--- config.mk ---
export PLATFORM = sky130hd
export DESIGN_NAME = scancode_to_ascii_fifo_core_flat
export DESIGN_NICKNAME = d
export VERILOG_FILES = /design/src/s2a_pkg.sv /design/src/s2a_if.sv /design/src/s2a_front.sv /design/src/s2a_queue.sv /design/src/s2a_back.sv /design/src/scancode_to_ascii_fifo_core.sv /design/src/flat_wrapper.sv
export VERILOG_INCLUDE_DIRS = /design/src /design/src/src
export SDC_FILE = /design/constraint.sdc
export NUM_CORES = 1
export LEC_CHECK = 0
export ABC_AREA = 1
export BUFFER_PORTS_ARGS = -buffer_cell sky130_fd_sc_hd__buf_2
export CORE_MARGIN = 2
export CORE_UTILIZATION = 25
export DETAILED_ROUTE_END_ITERATION = 12
export SYNTH_ARGS = -nofsm -noshare
export SYNTH_HDL_FRONTEND = slang
export SYNTH_SLANG_ARGS = --single-unit
export TNS_END_PERCENT = 30
--- constraint.sdc ---
create_clock -name clock -period 2.6 [get_ports clock]
set_input_delay 0.26 -clock clock [delete_from_list [all_inputs] [get_ports clock]]
set_output_delay 0.26 -clock clock [all_outputs]
set_load 0.005 [all_outputs]
--- src/assert_macros.svh ---
// assertion macros shared by the rtl files
`ifndef ASSERT_MACROS_SVH
`define ASSERT_MACROS_SVH

`ifndef SYNTH
`define ASSERT_PROP(lbl, prop) \
   lbl: assert property (@(posedge clock) disable iff (reset) prop) \
      else $error("assertion failed");
`define ASSERT_NEVER(lbl, cond) \
   lbl: assert property (@(posedge clock) disable iff (reset) !(cond)) \
      else $error("forbidden condition seen");
`else
`define ASSERT_PROP(lbl, prop)
`define ASSERT_NEVER(lbl, cond)
`endif

`endif

--- src/s2a_pkg.sv ---
// types, constants and translation tables for the scancode to ascii block
`default_nettype none

package s2a_pkg;

   localparam int BUFFER_DEPTH = 64;
   localparam int PTR_W        = $clog2(BUFFER_DEPTH);
   localparam int QUEUE_DEPTH  = 2;
   localparam int QIDX_W       = (QUEUE_DEPTH > 1) ? $clog2(QUEUE_DEPTH) : 1;
   localparam int QCNT_W       = $clog2(QUEUE_DEPTH + 1);
   localparam int CHAR_W       = 7;
   localparam int CODE_W       = 8;
   localparam int TABLE_SIZE   = 64;

   localparam logic [CODE_W-1:0] SC_LSHIFT_MAKE  = 8'h2A;
   localparam logic [CODE_W-1:0] SC_RSHIFT_MAKE  = 8'h36;
   localparam logic [CODE_W-1:0] SC_LSHIFT_BREAK = 8'hAA;
   localparam logic [CODE_W-1:0] SC_RSHIFT_BREAK = 8'hB6;

   localparam logic OP_SCAN = 1'b0;
   localparam logic OP_READ = 1'b1;

   typedef enum logic [1:0] {
      CMD_NONE,
      CMD_READ,
      CMD_APPEND
   } cmd_kind_type;

   typedef struct packed {
      cmd_kind_type      kind;
      logic [CHAR_W-1:0] ch;
      logic              shift;
   } cmd_type;

   typedef struct packed {
      logic [CHAR_W-1:0] out_char;
      logic              char_valid;
      logic              has_char;
      logic              dropped;
      logic              shift_active;
   } rsp_fields_type;

   typedef enum logic {
      BK_IDLE,
      BK_READ
   } back_state_type;

   localparam logic [CHAR_W-1:0] PLAIN_MAP [TABLE_SIZE] = '{
      7'h00, 7'h1B, 7'h31, 7'h32, 7'h33, 7'h34, 7'h35, 7'h36,
      7'h37, 7'h38, 7'h39, 7'h30, 7'h2D, 7'h3D, 7'h08, 7'h09,
      7'h71, 7'h77, 7'h65, 7'h72, 7'h74, 7'h79, 7'h75, 7'h69,
      7'h6F, 7'h70, 7'h5B, 7'h5D, 7'h0A, 7'h00, 7'h61, 7'h73,
      7'h64, 7'h66, 7'h67, 7'h68, 7'h6A, 7'h6B, 7'h6C, 7'h3B,
      7'h27, 7'h60, 7'h00, 7'h5C, 7'h7A, 7'h78, 7'h63, 7'h76,
      7'h62, 7'h6E, 7'h6D, 7'h2C, 7'h2E, 7'h2F, 7'h00, 7'h2A,
      7'h00, 7'h20, 7'h00, 7'h00, 7'h00, 7'h00, 7'h00, 7'h00
   };

   localparam logic [CHAR_W-1:0] SHIFT_MAP [TABLE_SIZE] = '{
      7'h00, 7'h1B, 7'h21, 7'h40, 7'h23, 7'h24, 7'h25, 7'h5E,
      7'h26, 7'h2A, 7'h28, 7'h29, 7'h5F, 7'h2B, 7'h08, 7'h09,
      7'h51, 7'h57, 7'h45, 7'h52, 7'h54, 7'h59, 7'h55, 7'h49,
      7'h4F, 7'h50, 7'h7B, 7'h7D, 7'h0A, 7'h00, 7'h41, 7'h53,
      7'h44, 7'h46, 7'h47, 7'h48, 7'h4A, 7'h4B, 7'h4C, 7'h3A,
      7'h22, 7'h7E, 7'h00, 7'h7C, 7'h5A, 7'h58, 7'h43, 7'h56,
      7'h42, 7'h4E, 7'h4D, 7'h3C, 7'h3E, 7'h3F, 7'h00, 7'h2A,
      7'h00, 7'h20, 7'h00, 7'h00, 7'h00, 7'h00, 7'h00, 7'h00
   };

   function automatic logic [CHAR_W-1:0] scan_lookup(input logic [5:0] idx,
                                                     input logic shifted);
      return shifted ? SHIFT_MAP[idx] : PLAIN_MAP[idx];
   endfunction

   function automatic logic [PTR_W-1:0] ring_next(input logic [PTR_W-1:0] p);
      return (p == PTR_W'(BUFFER_DEPTH - 1)) ? '0 : p + 1'b1;
   endfunction

endpackage

`default_nettype wire

--- src/s2a_if.sv ---
// request and response channel interfaces
`default_nettype none

interface s2a_req_if;
   import s2a_pkg::*;
   logic              valid;
   logic              ready;
   logic              operation;
   logic [CODE_W-1:0] scan_code;

   modport source (output valid, output operation, output scan_code, input ready);
   modport sink   (input valid, input operation, input scan_code, output ready);
endinterface

interface s2a_rsp_if;
   import s2a_pkg::*;
   logic              valid;
   logic              ready;
   logic [CHAR_W-1:0] out_char;
   logic              char_valid;
   logic              has_char;
   logic              dropped;
   logic              shift_active;

   modport source (output valid, output out_char, output char_valid, output has_char,
                   output dropped, output shift_active, input ready);
   modport sink   (input valid, input out_char, input char_valid, input has_char,
                   input dropped, input shift_active, output ready);
endinterface

`default_nettype wire

--- src/s2a_front.sv ---
// front end: takes items, tracks shift and translates scancodes
`default_nettype none
`include "assert_macros.svh"

module s2a_front (
   input  wire logic             clock,
   input  wire logic             reset,
   s2a_req_if.sink               req_bus,
   input  wire logic             q_ready,
   output logic                  q_valid,
   output s2a_pkg::cmd_type      q_cmd
);
   import s2a_pkg::*;

   logic              shift_ff;
   logic              shift_in;
   logic              fire;
   logic [CHAR_W-1:0] ch;

   assign req_bus.ready = q_ready;
   assign q_valid       = req_bus.valid;
   assign fire          = req_bus.valid && q_ready;

   always_comb begin
      shift_in   = shift_ff;
      ch         = scan_lookup(req_bus.scan_code[5:0], shift_ff);
      q_cmd.kind = CMD_NONE;
      q_cmd.ch   = ch;
      if (req_bus.operation == OP_READ) begin
         q_cmd.kind = CMD_READ;
      end else if (req_bus.scan_code == SC_LSHIFT_MAKE ||
                   req_bus.scan_code == SC_RSHIFT_MAKE) begin
         shift_in = 1'b1;
      end else if (req_bus.scan_code == SC_LSHIFT_BREAK ||
                   req_bus.scan_code == SC_RSHIFT_BREAK) begin
         shift_in = 1'b0;
      end else if (req_bus.scan_code[7:6] == 2'b00 && ch != '0) begin
         q_cmd.kind = CMD_APPEND;
      end
      q_cmd.shift = shift_in;
   end

   always_ff @(posedge clock) begin
      if (reset) begin
         shift_ff <= 1'b0;
      end else if (fire) begin
         shift_ff <= shift_in;
      end
   end

   `ASSERT_PROP(a_shift_make_sets, (fire && req_bus.operation == OP_SCAN && (req_bus.scan_code == SC_LSHIFT_MAKE || req_bus.scan_code == SC_RSHIFT_MAKE)) |=> shift_ff)

endmodule

`default_nettype wire

--- src/s2a_queue.sv ---
// short command queue between front and back end
`default_nettype none
`include "assert_macros.svh"

module s2a_queue (
   input  wire logic             clock,
   input  wire logic             reset,
   input  wire logic             in_valid,
   output logic                  in_ready,
   input  wire s2a_pkg::cmd_type in_cmd,
   output logic                  out_valid,
   input  wire logic             out_pop,
   output s2a_pkg::cmd_type      out_cmd
);
   import s2a_pkg::*;

   cmd_type           entry_ff [QUEUE_DEPTH];
   logic [QIDX_W-1:0] head_ff, head_in;
   logic [QIDX_W-1:0] tail_ff, tail_in;
   logic [QCNT_W-1:0] count_ff, count_in;
   logic              push;
   logic              pop;

   function automatic logic [QIDX_W-1:0] idx_next(input logic [QIDX_W-1:0] i);
      return (i == QIDX_W'(QUEUE_DEPTH - 1)) ? '0 : i + 1'b1;
   endfunction

   assign in_ready  = (count_ff != QCNT_W'(QUEUE_DEPTH));
   assign out_valid = (count_ff != '0);
   assign out_cmd   = entry_ff[head_ff];
   assign push      = in_valid && in_ready;
   assign pop       = out_pop && out_valid;

   always_comb begin
      head_in  = pop  ? idx_next(head_ff) : head_ff;
      tail_in  = push ? idx_next(tail_ff) : tail_ff;
      count_in = count_ff;
      if (push && !pop) begin
         count_in = count_ff + 1'b1;
      end else if (pop && !push) begin
         count_in = count_ff - 1'b1;
      end
   end

   always_ff @(posedge clock) begin
      if (reset) begin
         head_ff  <= '0;
         tail_ff  <= '0;
         count_ff <= '0;
      end else begin
         head_ff  <= head_in;
         tail_ff  <= tail_in;
         count_ff <= count_in;
      end
   end

   always_ff @(posedge clock) begin
      if (push) begin
         entry_ff[tail_ff] <= in_cmd;
      end
   end

   `ASSERT_NEVER(a_pop_when_empty, out_pop && count_ff == '0)
   `ASSERT_PROP(a_count_bound, count_ff <= QCNT_W'(QUEUE_DEPTH))

endmodule

`default_nettype wire

--- src/s2a_back.sv ---
// back end: character ring buffer and response register
`default_nettype none
`include "assert_macros.svh"

module s2a_back (
   input  wire logic             clock,
   input  wire logic             reset,
   input  wire logic             q_valid,
   input  wire s2a_pkg::cmd_type q_cmd,
   output logic                  q_pop,
   s2a_rsp_if.source             rsp_bus
);
   import s2a_pkg::*;

   logic [CHAR_W-1:0] store_mem [BUFFER_DEPTH];
   logic [CHAR_W-1:0] rd_data_ff;

   back_state_type    state_ff, state_in;
   logic [PTR_W-1:0]  rd_ptr_ff, rd_ptr_in;
   logic [PTR_W-1:0]  wr_ptr_ff, wr_ptr_in;
   logic              pend_shift_ff, pend_shift_in;
   logic              rsp_valid_ff, rsp_valid_in;
   rsp_fields_type    rsp_data_ff, rsp_data_in;

   logic              slot_free;
   logic              not_empty;
   logic              room;
   logic              mem_we;
   logic              load;
   logic              start_read;

   assign slot_free = !rsp_valid_ff || rsp_bus.ready;
   assign not_empty = (rd_ptr_ff != wr_ptr_ff);
   assign room      = (ring_next(wr_ptr_ff) != rd_ptr_ff);

   always_comb begin
      state_in = state_ff;
      unique case (state_ff)
         BK_IDLE: begin
            if (start_read) begin
               state_in = BK_READ;
            end
         end
         BK_READ: begin
            state_in = BK_IDLE;
         end
         default: state_in = BK_IDLE;
      endcase
   end

   always_comb begin
      q_pop         = 1'b0;
      mem_we        = 1'b0;
      load          = 1'b0;
      start_read    = 1'b0;
      rd_ptr_in     = rd_ptr_ff;
      wr_ptr_in     = wr_ptr_ff;
      pend_shift_in = pend_shift_ff;
      rsp_data_in   = rsp_data_ff;
      unique case (state_ff)
         BK_IDLE: begin
            if (q_valid && slot_free) begin
               q_pop                    = 1'b1;
               rsp_data_in.out_char     = '0;
               rsp_data_in.char_valid   = 1'b0;
               rsp_data_in.has_char     = not_empty;
               rsp_data_in.dropped      = 1'b0;
               rsp_data_in.shift_active = q_cmd.shift;
               load                     = 1'b1;
               case (q_cmd.kind)
                  CMD_READ: begin
                     if (not_empty) begin
                        start_read    = 1'b1;
                        load          = 1'b0;
                        rd_ptr_in     = ring_next(rd_ptr_ff);
                        pend_shift_in = q_cmd.shift;
                     end
                  end
                  CMD_APPEND: begin
                     if (room) begin
                        mem_we               = 1'b1;
                        wr_ptr_in            = ring_next(wr_ptr_ff);
                        rsp_data_in.has_char = 1'b1;
                     end else begin
                        rsp_data_in.dropped = 1'b1;
                     end
                  end
                  default: ;
               endcase
            end
         end
         BK_READ: begin
            load                     = 1'b1;
            rsp_data_in.out_char     = rd_data_ff;
            rsp_data_in.char_valid   = 1'b1;
            rsp_data_in.has_char     = not_empty;
            rsp_data_in.dropped      = 1'b0;
            rsp_data_in.shift_active = pend_shift_ff;
         end
         default: ;
      endcase
      rsp_valid_in = load || (rsp_valid_ff && !rsp_bus.ready);
   end

   always_ff @(posedge clock) begin
      if (reset) begin
         state_ff     <= BK_IDLE;
         rd_ptr_ff    <= '0;
         wr_ptr_ff    <= '0;
         rsp_valid_ff <= 1'b0;
      end else begin
         state_ff     <= state_in;
         rd_ptr_ff    <= rd_ptr_in;
         wr_ptr_ff    <= wr_ptr_in;
         rsp_valid_ff <= rsp_valid_in;
      end
   end

   always_ff @(posedge clock) begin
      pend_shift_ff <= pend_shift_in;
      if (load) begin
         rsp_data_ff <= rsp_data_in;
      end
   end

   always_ff @(posedge clock) begin
      if (mem_we) begin
         store_mem[wr_ptr_ff] <= q_cmd.ch;
      end
      rd_data_ff <= store_mem[rd_ptr_ff];
   end

   assign rsp_bus.valid        = rsp_valid_ff;
   assign rsp_bus.out_char     = rsp_data_ff.out_char;
   assign rsp_bus.char_valid   = rsp_data_ff.char_valid;
   assign rsp_bus.has_char     = rsp_data_ff.has_char;
   assign rsp_bus.dropped      = rsp_data_ff.dropped;
   assign rsp_bus.shift_active = rsp_data_ff.shift_active;

   `ASSERT_PROP(a_read_slot_free, state_ff == BK_READ |-> !rsp_valid_ff)
   `ASSERT_NEVER(a_write_when_full, mem_we && ring_next(wr_ptr_ff) == rd_ptr_ff)

endmodule

`default_nettype wire

--- src/scancode_to_ascii_fifo_core.sv ---
// top level: set-1 scancode to ascii translator with character ring buffer
//
//   channel   dir   handshake      payload
//   req_bus   in    valid/ready    operation, scan_code
//   rsp_bus   out   valid/ready    out_char, char_valid, has_char, dropped, shift_active
//
// the front end takes one item per cycle while the two-entry command queue has room
// the back end retires a scancode item straight from its idle state; a read of a stored
// character also passes the read state, for the registered read of the buffer memory
// a finished item waits in the response register; the back end stalls only on it
// reset clears the shift flag, the buffer pointers and the queue; buffer contents
// are not cleared and need no pass after reset
`default_nettype none

module scancode_to_ascii_fifo_core (
   input  wire logic clock,
   input  wire logic reset,
   s2a_req_if.sink   req_bus,
   s2a_rsp_if.source rsp_bus
);
   import s2a_pkg::*;

   logic    fq_valid;
   logic    fq_ready;
   cmd_type fq_cmd;
   logic    qb_valid;
   logic    qb_pop;
   cmd_type qb_cmd;

   s2a_front u_front (
      .clock   (clock),
      .reset   (reset),
      .req_bus (req_bus),
      .q_ready (fq_ready),
      .q_valid (fq_valid),
      .q_cmd   (fq_cmd)
   );

   s2a_queue u_queue (
      .clock     (clock),
      .reset     (reset),
      .in_valid  (fq_valid),
      .in_ready  (fq_ready),
      .in_cmd    (fq_cmd),
      .out_valid (qb_valid),
      .out_pop   (qb_pop),
      .out_cmd   (qb_cmd)
   );

   s2a_back u_back (
      .clock   (clock),
      .reset   (reset),
      .q_valid (qb_valid),
      .q_cmd   (qb_cmd),
      .q_pop   (qb_pop),
      .rsp_bus (rsp_bus)
   );

endmodule

`default_nettype wire
--- src/flat_wrapper.sv ---
// flat-port wrapper written by rule: the top's interface ports become plain ports
module scancode_to_ascii_fifo_core_flat import s2a_pkg::*;
  (clock, reset, req_bus_valid, req_bus_operation, req_bus_scan_code, req_bus_ready, rsp_bus_valid, rsp_bus_out_char, rsp_bus_char_valid, rsp_bus_has_char, rsp_bus_dropped, rsp_bus_shift_active, rsp_bus_ready);
  s2a_req_if req_bus_i ();
  s2a_rsp_if rsp_bus_i ();
  input  wire logic clock;
  input  wire logic reset;
  input wire logic [$bits(req_bus_i.valid)-1:0] req_bus_valid;
  input wire logic [$bits(req_bus_i.operation)-1:0] req_bus_operation;
  input wire logic [$bits(req_bus_i.scan_code)-1:0] req_bus_scan_code;
  output wire logic [$bits(req_bus_i.ready)-1:0] req_bus_ready;
  output wire logic [$bits(rsp_bus_i.valid)-1:0] rsp_bus_valid;
  output wire logic [$bits(rsp_bus_i.out_char)-1:0] rsp_bus_out_char;
  output wire logic [$bits(rsp_bus_i.char_valid)-1:0] rsp_bus_char_valid;
  output wire logic [$bits(rsp_bus_i.has_char)-1:0] rsp_bus_has_char;
  output wire logic [$bits(rsp_bus_i.dropped)-1:0] rsp_bus_dropped;
  output wire logic [$bits(rsp_bus_i.shift_active)-1:0] rsp_bus_shift_active;
  input wire logic [$bits(rsp_bus_i.ready)-1:0] rsp_bus_ready;
  assign req_bus_i.valid = req_bus_valid;
  assign req_bus_i.operation = req_bus_operation;
  assign req_bus_i.scan_code = req_bus_scan_code;
  assign req_bus_ready = req_bus_i.ready;
  assign rsp_bus_valid = rsp_bus_i.valid;
  assign rsp_bus_out_char = rsp_bus_i.out_char;
  assign rsp_bus_char_valid = rsp_bus_i.char_valid;
  assign rsp_bus_has_char = rsp_bus_i.has_char;
  assign rsp_bus_dropped = rsp_bus_i.dropped;
  assign rsp_bus_shift_active = rsp_bus_i.shift_active;
  assign rsp_bus_i.ready = rsp_bus_ready;
  scancode_to_ascii_fifo_core u_core (.clock(clock), .reset(reset), .req_bus(req_bus_i), .rsp_bus(rsp_bus_i));
endmodule
==> results.sh <==
export IMPL_htreeDepth=2
export IMPL_ff2ff_path_depth=13
export IMPL_finalPower_mw=23.4
export IMPL_drc=0
export IMPL_netlist_top_cells_area="edfxtp_1 (66%), nor2_1 (6.0%), o21ai_0 (5.7%)"
export IMPL_yosysSeqAreaShare=0.689
export IMPL_pwr_density_cell_nw_per_um2=910
export IMPL_peakVddDrop_uv=618
export IMPL_drt_first_pass_iters=6
export IMPL_worstMarginPinSlew_ps=954
export IMPL_synth_cell_types=40
export IMPL_synth_ff_type="edfxtp_1"
export IMPL_setup_worst_path_end="u_core.u_back.store_mem[45][2]"
export IMPL_synth_warnings=0
export IMPL_synth_edf_count=480
export IMPL_io_buffers=25
export IMPL_outcome="finished, final reports clean"
export IMPL_grt_start_max_net_pins=145
export IMPL_synth_top_cell_by_area="edfxtp_1"
export IMPL_placed_cells=3122
export IMPL_r2r_slack_ps=140
export IMPL_hold_violations=0
export IMPL_reg2reg_from="u_core.u_back.wr_ptr_ff[1]"
export IMPL_cts_made_buffers=51
export IMPL_die_area_um2=89200
export IMPL_p_leak_nw=9.03
export IMPL_cts_root_buf="clkbuf_16"
export IMPL_cts_tree="done"
export IMPL_path_max_fanout=12
export IMPL_gr_usage_all_layers=0.126
export IMPL_grt_overflow=0
export IMPL_skew_ps=22.3
export IMPL_whs_ps=38.8
export IMPL_synthTopCellsByCount="edfxtp_1 (480), nor2_1 (345), o21ai_0 (249)"
export IMPL_setup_slack_ps=136
export IMPL_synth_seq_cells=507
export IMPL_grt_pass1_vias=14400
export IMPL_fin_cells=3221
export IMPL_clk_pin_slew_worst_paths_ps=70
export IMPL_drt_iter0_drc=1831
export IMPL_reg2reg_to="u_core.u_back.store_mem[45][2]"
export IMPL_max_slew_margin_rel=0.364
export IMPL_syn_to_final_growth_pct=18.4
export IMPL_hold_class="input pin to flip-flop"
export IMPL_yosysMostFrequentCell="edfxtp_1"
export IMPL_crit_required_ps=2900
export IMPL_synthCells=1920
export IMPL_crit_type="flip-flop to flip-flop"
export IMPL_final_core_util=0.298
export IMPL_place_hpwl_um=35500
export IMPL_dr_total_vias=15000
export IMPL_dp_slack_ps=94.2
export IMPL_fin_crit_sh=0.948
export IMPL_viasPerCell=4.67
export IMPL_ys_async_sr_fraction=0
export IMPL_gp_congestion=0.866
export IMPL_drive_gt1_frac=0.135
export IMPL_antenna_found_initial=0
export IMPL_startpoint_type="flip-flop"
export IMPL_slew_viol_final=0
export IMPL_cp_startpoint="u_core.u_back.wr_ptr_ff[1]"
export IMPL_cts_sinks=507
export IMPL_syn_num_nets=1950
export IMPL_cts_buffer_depth=3
export IMPL_synth_top_area_share=0.664
export IMPL_finalSetupViolCount=0
export IMPL_drv_cap=0
export IMPL_grt_pass1_wl_um=86700
export IMPL_wl_per_cell_um=17.9
export IMPL_critPathCaptureType="flip-flop"
export IMPL_fmax_mhz=406
export IMPL_fin_crit_ps=2460
export IMPL_finalNetCount=2053
export IMPL_dieWidth_um=299
export IMPL_die_h_um=299
export IMPL_avgSynthCellArea_um2=11.3
export IMPL_rows=108
export IMPL_final_antenna_net_count=0
export IMPL_core_area_um2=86300
export IMPL_io_pins=26
export IMPL_netlist_area_um2=21700
export IMPL_clk_latency_ps=600
export IMPL_wl_um=57700
export IMPL_initial_core_util=0.251
export IMPL_cp_data_arrival_time_ps=2770
## cells by family (layout without fill, tap and decap cells)
kind of cell    after synthesis  in the layout  synth area share
mux                          10             10           0.00513
fa+ha+maj                    17             17           0.00980
flops                       507            507             0.689
simple gates                768            768             0.148
buf+inv                     203            348            0.0394
compound gates              407            407             0.105
xor+xnor                      8              8           0.00323
other cells                   0              1                 0
## critical path, cell delays in order, from the launching register on
cell,delay (ps)
dfxtp_1,390
ha_2,230
nand2_1,110
inv_1,100
nand2_1,110
nand3_1,110
nand2_1,60
nand2_1,80
nor2_1,60
nand2_4,150
nand4_2,100
buf_4,240
nor2_1,220
buf_4,200
## per-layer routing
metal | vias up | wire length, um | track usage | part of all wire
met3 | 93 | 4220 | 0.0232 | 0.073
met2 | 604 | 26800 | 0.202 | 0.46
li1 | 7083 | - | - | -
met4 | 0 | 1450 | 0.0379 | 0.025
met1 | 7265 | 25300 | 0.173 | 0.44
met5 | - | 0 | 0 | 0
## layout by cell type (no fill, tap or decap), drive strengths merged
master and instances:
a21boi 2, nand4 30, o21bai 3, nand2 238, inv 83, buf 168
o221ai 1, o211ai 57, edfxtp 480, dfxtp 27, o22ai 59, nor3 42
o21a 3, and3 1, dlygate4sd3 2, xor2 8, mux2 9, nand3 102
mux2i 1, clkinv 23, nor4 1, ha 17, or2 4, diode 1
clkbuf 65, o21ai 250, nand3b 1, a21oi 32, bufinv 7, nor2 349
## metrics by stage
stage / instance area (um2) / TNS, ps
after floorplan: 21700 / 0
after global placement: 23900 / 0
after detailed placement: 23900 / 0
after CTS: 25700 / 0
after global routing: 25700 / -20.8
final: 25700 / 0
## flip-flops by register name, summed over array words and instances (netlist names), named ones only
signal,count
u_core.u_back.pend_shift_ff,1
u_core.u_back.rsp_bus.valid,1
u_core.u_back.rsp_bus.has_char,1
u_core.u_queue.entry_ff,20
u_core.u_back.rd_data_ff,7
u_core.u_back.rd_ptr_ff,6
u_core.u_back.rsp_bus.char_valid,1
u_core.u_back.rsp_bus.out_char,7
u_core.u_queue.tail_ff,1
u_core.u_queue.head_ff,1
u_core.u_back.state_ff,1
u_core.u_front.shift_ff,1
u_core.u_back.wr_ptr_ff,6
u_core.u_back.rsp_bus.shift_active,1
u_core.u_queue.count_ff,2
u_core.u_back.rsp_bus.dropped,1
u_core.u_back.store_mem,448
## worst min path at each step
stage / startpoint / to / slack (ps) / cells after the start
after floorplan: reset / u_core.u_back.rd_ptr_ff[3] / 330 / 1
after global placement: u_core.u_queue.head_ff / u_core.u_queue.head_ff / 470 / 1
after detailed placement: req_bus_operation / u_core.u_queue.entry_ff[0][8] / 470 / 1
after CTS: rsp_bus_ready / u_core.u_back.rsp_bus.valid / 10 / 4
after global routing: rsp_bus_ready / u_core.u_back.rsp_bus.valid / 50 / 4
final: rsp_bus_ready / u_core.u_back.rsp_bus.valid / 40 / 4
## report_power, final
part | total (mW) | switching, mW | internal (mW)
Combinational | 5.65 | 4.14 | 1.51
Clock | 7.44 | 3.02 | 4.42
Sequential | 10.3 | 0.190 | 10.1
## timing repair
item | in CTS | in global routing
setup buffers | 0 | 1
setup endpoints to repair | 0 | 418
endpoints found under the hold margin | 6 | 0
gates resized for setup | 0 | 5
hold buffers | 2 | 0
## area by class of cell
class	count	area, um2
Timing Repair Buffer	170	1360
Inverter	83	317
Tap cell	1155	1450
Clock inverter	30	334
Antenna cell	1	2.50
Sequential cell	507	15000
Fill cell	8743	60600
Clock buffer	65	1370
Multi-Input combinational cell	1210	5910
Power figures use the tool's default switching activity.
